File: config.mk
export PLATFORM = sky130hd
export DESIGN_NAME = dprm_word_unit
export DESIGN_NICKNAME = d
export VERILOG_FILES = /design/src/rtl/dprm_pkg.sv /design/src/rtl/dprm_word_unit.sv
export SDC_FILE = /design/constraint.sdc
export NUM_CORES = 1
export LEC_CHECK = 0
export BUFFER_PORTS_ARGS = -buffer_cell sky130_fd_sc_hd__clkbuf_2
export CORE_ASPECT_RATIO = 0.9
export CORE_MARGIN = 2
export CORE_UTILIZATION = 46
export DETAILED_ROUTE_END_ITERATION = 8
export GPL_TIMING_DRIVEN = 1
export PLACE_DENSITY = 0.86
export SLEW_MARGIN = 30
export SYNTH_ARGS = -nofsm -noshare
export SYNTH_HDL_FRONTEND = slang
export SYNTH_SLANG_ARGS = --single-unit
export TNS_END_PERCENT = 20
File: constraint.sdc
create_clock -name vclk -period 1.9
set_input_delay 0.19 -clock vclk [all_inputs]
set_output_delay 0.19 -clock vclk [all_outputs]
set_load 0.1 [all_outputs]
File: src/rtl/dprm_pkg.sv
// Shared constants and codes for the dirty-page range marker.
package dprm_pkg;

	localparam int LOG_WORDS_DEF  = 1024;
	localparam int PAGE_SHIFT_DEF = 12;

	localparam int WORD_BITS  = 64;
	localparam int BIT_IDX_W  = 6;
	localparam int ADDR_W     = 64;
	localparam int LEN_W      = 32;
	localparam int IDX_W      = 10;
	localparam int CFG_DATA_W = 14;
	localparam int STATUS_W   = 2;

	typedef enum logic [STATUS_W-1:0] {
		ST_OK    = 2'd0,
		ST_CLAMP = 2'd1,
		ST_DROP  = 2'd2,
		ST_OFF   = 2'd3
	} status_t;

	typedef enum logic {
		OP_MARK = 1'b0,
		OP_READ = 1'b1
	} op_t;

	typedef enum logic {
		CFG_LOG_ENABLED = 1'b0,
		CFG_LOG_BYTES   = 1'b1
	} cfg_idx_t;

endpackage

File: src/rtl/dprm_word_unit.sv
// Per-word mask unit: builds the OR mask for the current bitmap word.
module dprm_word_unit
	import dprm_pkg::*;
#(
	parameter int AW   = 10,
	parameter int PG_W = 16
) (
	input  logic [AW-1:0]        cur_w,
	input  logic [PG_W-1:0]      first_page,
	input  logic [PG_W-1:0]      stop_page,
	output logic [WORD_BITS-1:0] mask,
	output logic                 is_last,
	output logic [AW-1:0]        next_w
);

	logic                 is_first;
	logic [BIT_IDX_W-1:0] lo;
	logic [BIT_IDX_W-1:0] hi;
	logic [BIT_IDX_W-1:0] hi_inv;

	always_comb begin
		is_first = (cur_w == first_page[PG_W-1:BIT_IDX_W]);
		is_last  = (cur_w == stop_page[PG_W-1:BIT_IDX_W]);
		lo       = is_first ? first_page[BIT_IDX_W-1:0] : '0;
		hi       = is_last ? stop_page[BIT_IDX_W-1:0] : '1;
		hi_inv   = ~hi;  // 63 - hi
		mask     = ({WORD_BITS{1'b1}} << lo) & ({WORD_BITS{1'b1}} >> hi_inv);
		next_w   = cur_w + AW'(1);
	end

endmodule

==> results of run 1 <==
==> through the flow <==
stage | instance area [um^2] | TNS [ns]
after global placement | 4120 | 0
after floorplan | 2390 | -6.85
==> logic make-up after synthesis <==
family | after synthesis | share of synthesized area, %
AND/OR/NAND/NOR | 119 | 33.7
buffers and inverters | 40 | 10.6
XOR/XNOR | 28 | 13.4
AO/OA/AOI/OAI | 115 | 41.7
adder cells (fa/ha/maj) | 1 | 0.681
==> results.toml, run 1 <==
[place]
gp_congestion = 1.13
port_buffers = 117

[floorplanning]
rows = 21
die_h_um = 63.9
start_util_pct = 48.5
io_pins = 117
die_x_um = 70.6

[run_status]
status = "did not finish"
tool.error = "[ERROR DPL-0038] Utilization greater than 100%, impossible to legalize"
stop_stage = "detailed placement (3_5_place_dp)"

[synth]
synth.most_common_cell = "a22oi_1"
syn_inst = 303
yosysTopAreaCell = "a22oi_1"
synthTopCellsByArea = "a22oi_1, xnor2_1, nand2_1"
yosysSeqAreaShare_pct = 0
ys_top_cells_by_count = "a22oi_1, nand2_1, o21ai_0"
syn_avg_cell_area_um2 = 6.06
synth_warnings = 0
synth_cell_types = 35
syn-cell-area_um2 = 1840
synth_top_area_share_pct = 20.0
synth.net_count = 346
==> inputs of run 2 (changes only) <==
Settings changed: CORE_ASPECT_RATIO 0.9 to not set, CORE_UTILIZATION 46 to 38, PLACE_DENSITY 0.86 to not set, PLACE_DENSITY_LB_ADDON set to 0.15.
==> results.toml, run 2 <==
[run_status]
status = "complete, but fails checks"
violations = "setup timing"

[finish]
final_cell_area_um2 = 4490
area_growth_syn_to_layout_pct = 145
fill_cells = 104
instances_no_fill = 485
seq_cells = 0
seqCellArea_um2 = 0
drive_gt1_share_pct = 60.3
final_cell_mix = "buf_12, a22oi_2, nand2_1"
antennaDiodeCount = 0
post-route-util_pct = 95.8
clkbuf_count = 0
final_common_cell = "buf_12"
nets = 476

[timing]
hold_viol = 0
finalCritPeriodShare_pct = 109
final.setup.tns_ns = -4.60
rsz0062_at_grt = "yes"
setup_slack_ns = -0.168
timing.fmax_mhz = 484
timing.hold.ws_ns = 0.808
setup_viol = 62
finalMaxSlewViolations = 0
min_period_ns = 2.07
slew_headroom_pct = 63.4
worst_pin_slew_ns = 0.551

[worst_setup_path]
critPathMaxFanout = 3
path_delay_family = "buffers and inverters"
worst_setup_path_start_kind = "input pin"
crit_buf_inv = 4
cp_cell_sequence = "clkbuf_2 > xnor2_1 > nand4_2 > buf_4 > nor4_1 > buf_4 > a22oi_2 > buf_12"
end_kind = "primary output"
cp_common_cell = "buf_4"
max_stage_delay_ns = 0.42
critPathRequiredTime_ns = 1.71
critical_path_cell_count = 8
path_class = "input pin to primary output"
cpMaxStageDelayCell = "nor4_1"
cp.arrival_ns = 1.88

[synth]
synthTopCellsByArea = "a22oi_1, xnor2_1, nand2_1"
yosysTopAreaCell = "a22oi_1"
synth.net_count = 346
syn_avg_cell_area_um2 = 6.06
yosysSeqAreaShare_pct = 0
synth_warnings = 0
ys_top_cells_by_count = "a22oi_1, nand2_1, o21ai_0"
synth_cell_types = 35
synth.most_common_cell = "a22oi_1"
syn-cell-area_um2 = 1840
syn_inst = 303
synth_top_area_share_pct = 20.0

[place]
place_area_um2 = 4160
dp_hpwl_mm = 7.95
dp.cells = 475
gp_congestion = 1.07
pre_cts_ws_ns = -0.0503
port_buffers = 117

[global_routing]
grt_max_degree = 32
first_global_vias = 3115
grt_usage_pct = 37.1
overflow = 0
grt_antenna_before_repair = 0
grt_pass1_wl_mm = 15.9

[power]
ir_worst_vdd_mv = 0.250
switching_share_pct = 67.3
power.switching_uw = 508
power.total_uw = 754
seqPwrFrac_pct = 0
internal_power_uw = 246
power.density_nw_per_um2 = 168
clkPwrFrac_pct = 0
comb_power_share_pct = 100.0
leakage_nw = 1.87

[routing]
wl_met2_mm = 6.28
avgRoutedWirePerCell_um = 28.3
finalWirelength_mm = 13.7
drcViolationCount = 0
top_layer_used = "met4"
vias_per_cell = 7.37
dr.pass1.iters = 6
wl_met3_mm = 1.74
num_vias = 3576
m1WireLength_mm = 4.60
postRouteAntennaNets = 0
dr.first_iter.drc_count = 728

[floorplanning]
die_h_um = 73.5
start_util_pct = 39.1
io_pins = 117
rows = 25
die_area_um2 = 5410
core_um2 = 4690
die_x_um = 73.5

[flow_run]
drv_cap = 0

[clock_network]
hold_buffers = 0

[worst_hold_path]
hp-class = "input pin to primary output"
min_delay_path_depth = 3
run 2: cell counts after synthesis:
No cell type changed its count.
run 2: final cells by class:
cell class / instances / area [um^2] / share of cell area (%)
tap: 54 / 67.6 / 1.50
timing repair buffer: 163 / 2180 / 48.5
multi-input combinational: 263 / 2230 / 49.6
inverter: 5 / 18.8 / 0.418
run 2: final timing paths:
| check | from | to |
|---|---|---|
| min | cur_w[7] | next_w[7] |
| max | cur_w[8] | mask[40] |
run 2: per-layer routing:
metal  vias to the layer above  track usage (%)
li1                       1359                -
met1                      1608             46.8
met2                       453             63.2
met3                       156             5.90
met4                         0             13.1
met5                         -                0
run 2: power by group through the flow:
stage / logic (mW) / registers (mW) / clock network, mW
after floorplan: 0.446 / 0 / 0
after global placement: 0.621 / 0 / 0
after detailed placement: 0.646 / 0 / 0
after CTS: 0.650 / 0 / 0
after global routing: 0.762 / 0 / 0
final: 0.754 / 0 / 0
run 2: logic make-up after synthesis:
group | synth area share, %
fa+ha+maj | 0.681
compound gates | 41.7
buf+inv | 10.6
xor+xnor | 13.4
simple gates | 33.7
run 2: repair_timing:
action / in CTS / in global routing
setup endpoints to repair: 28 / 65
hold endpoints to repair: 0 / 0
setup buffers: 2 / 3
gates cloned: 1 / 4
pin swaps: 1 / 15
gates resized for setup: 2 / 38
Note: power is estimated with default switching activity, not from simulation.
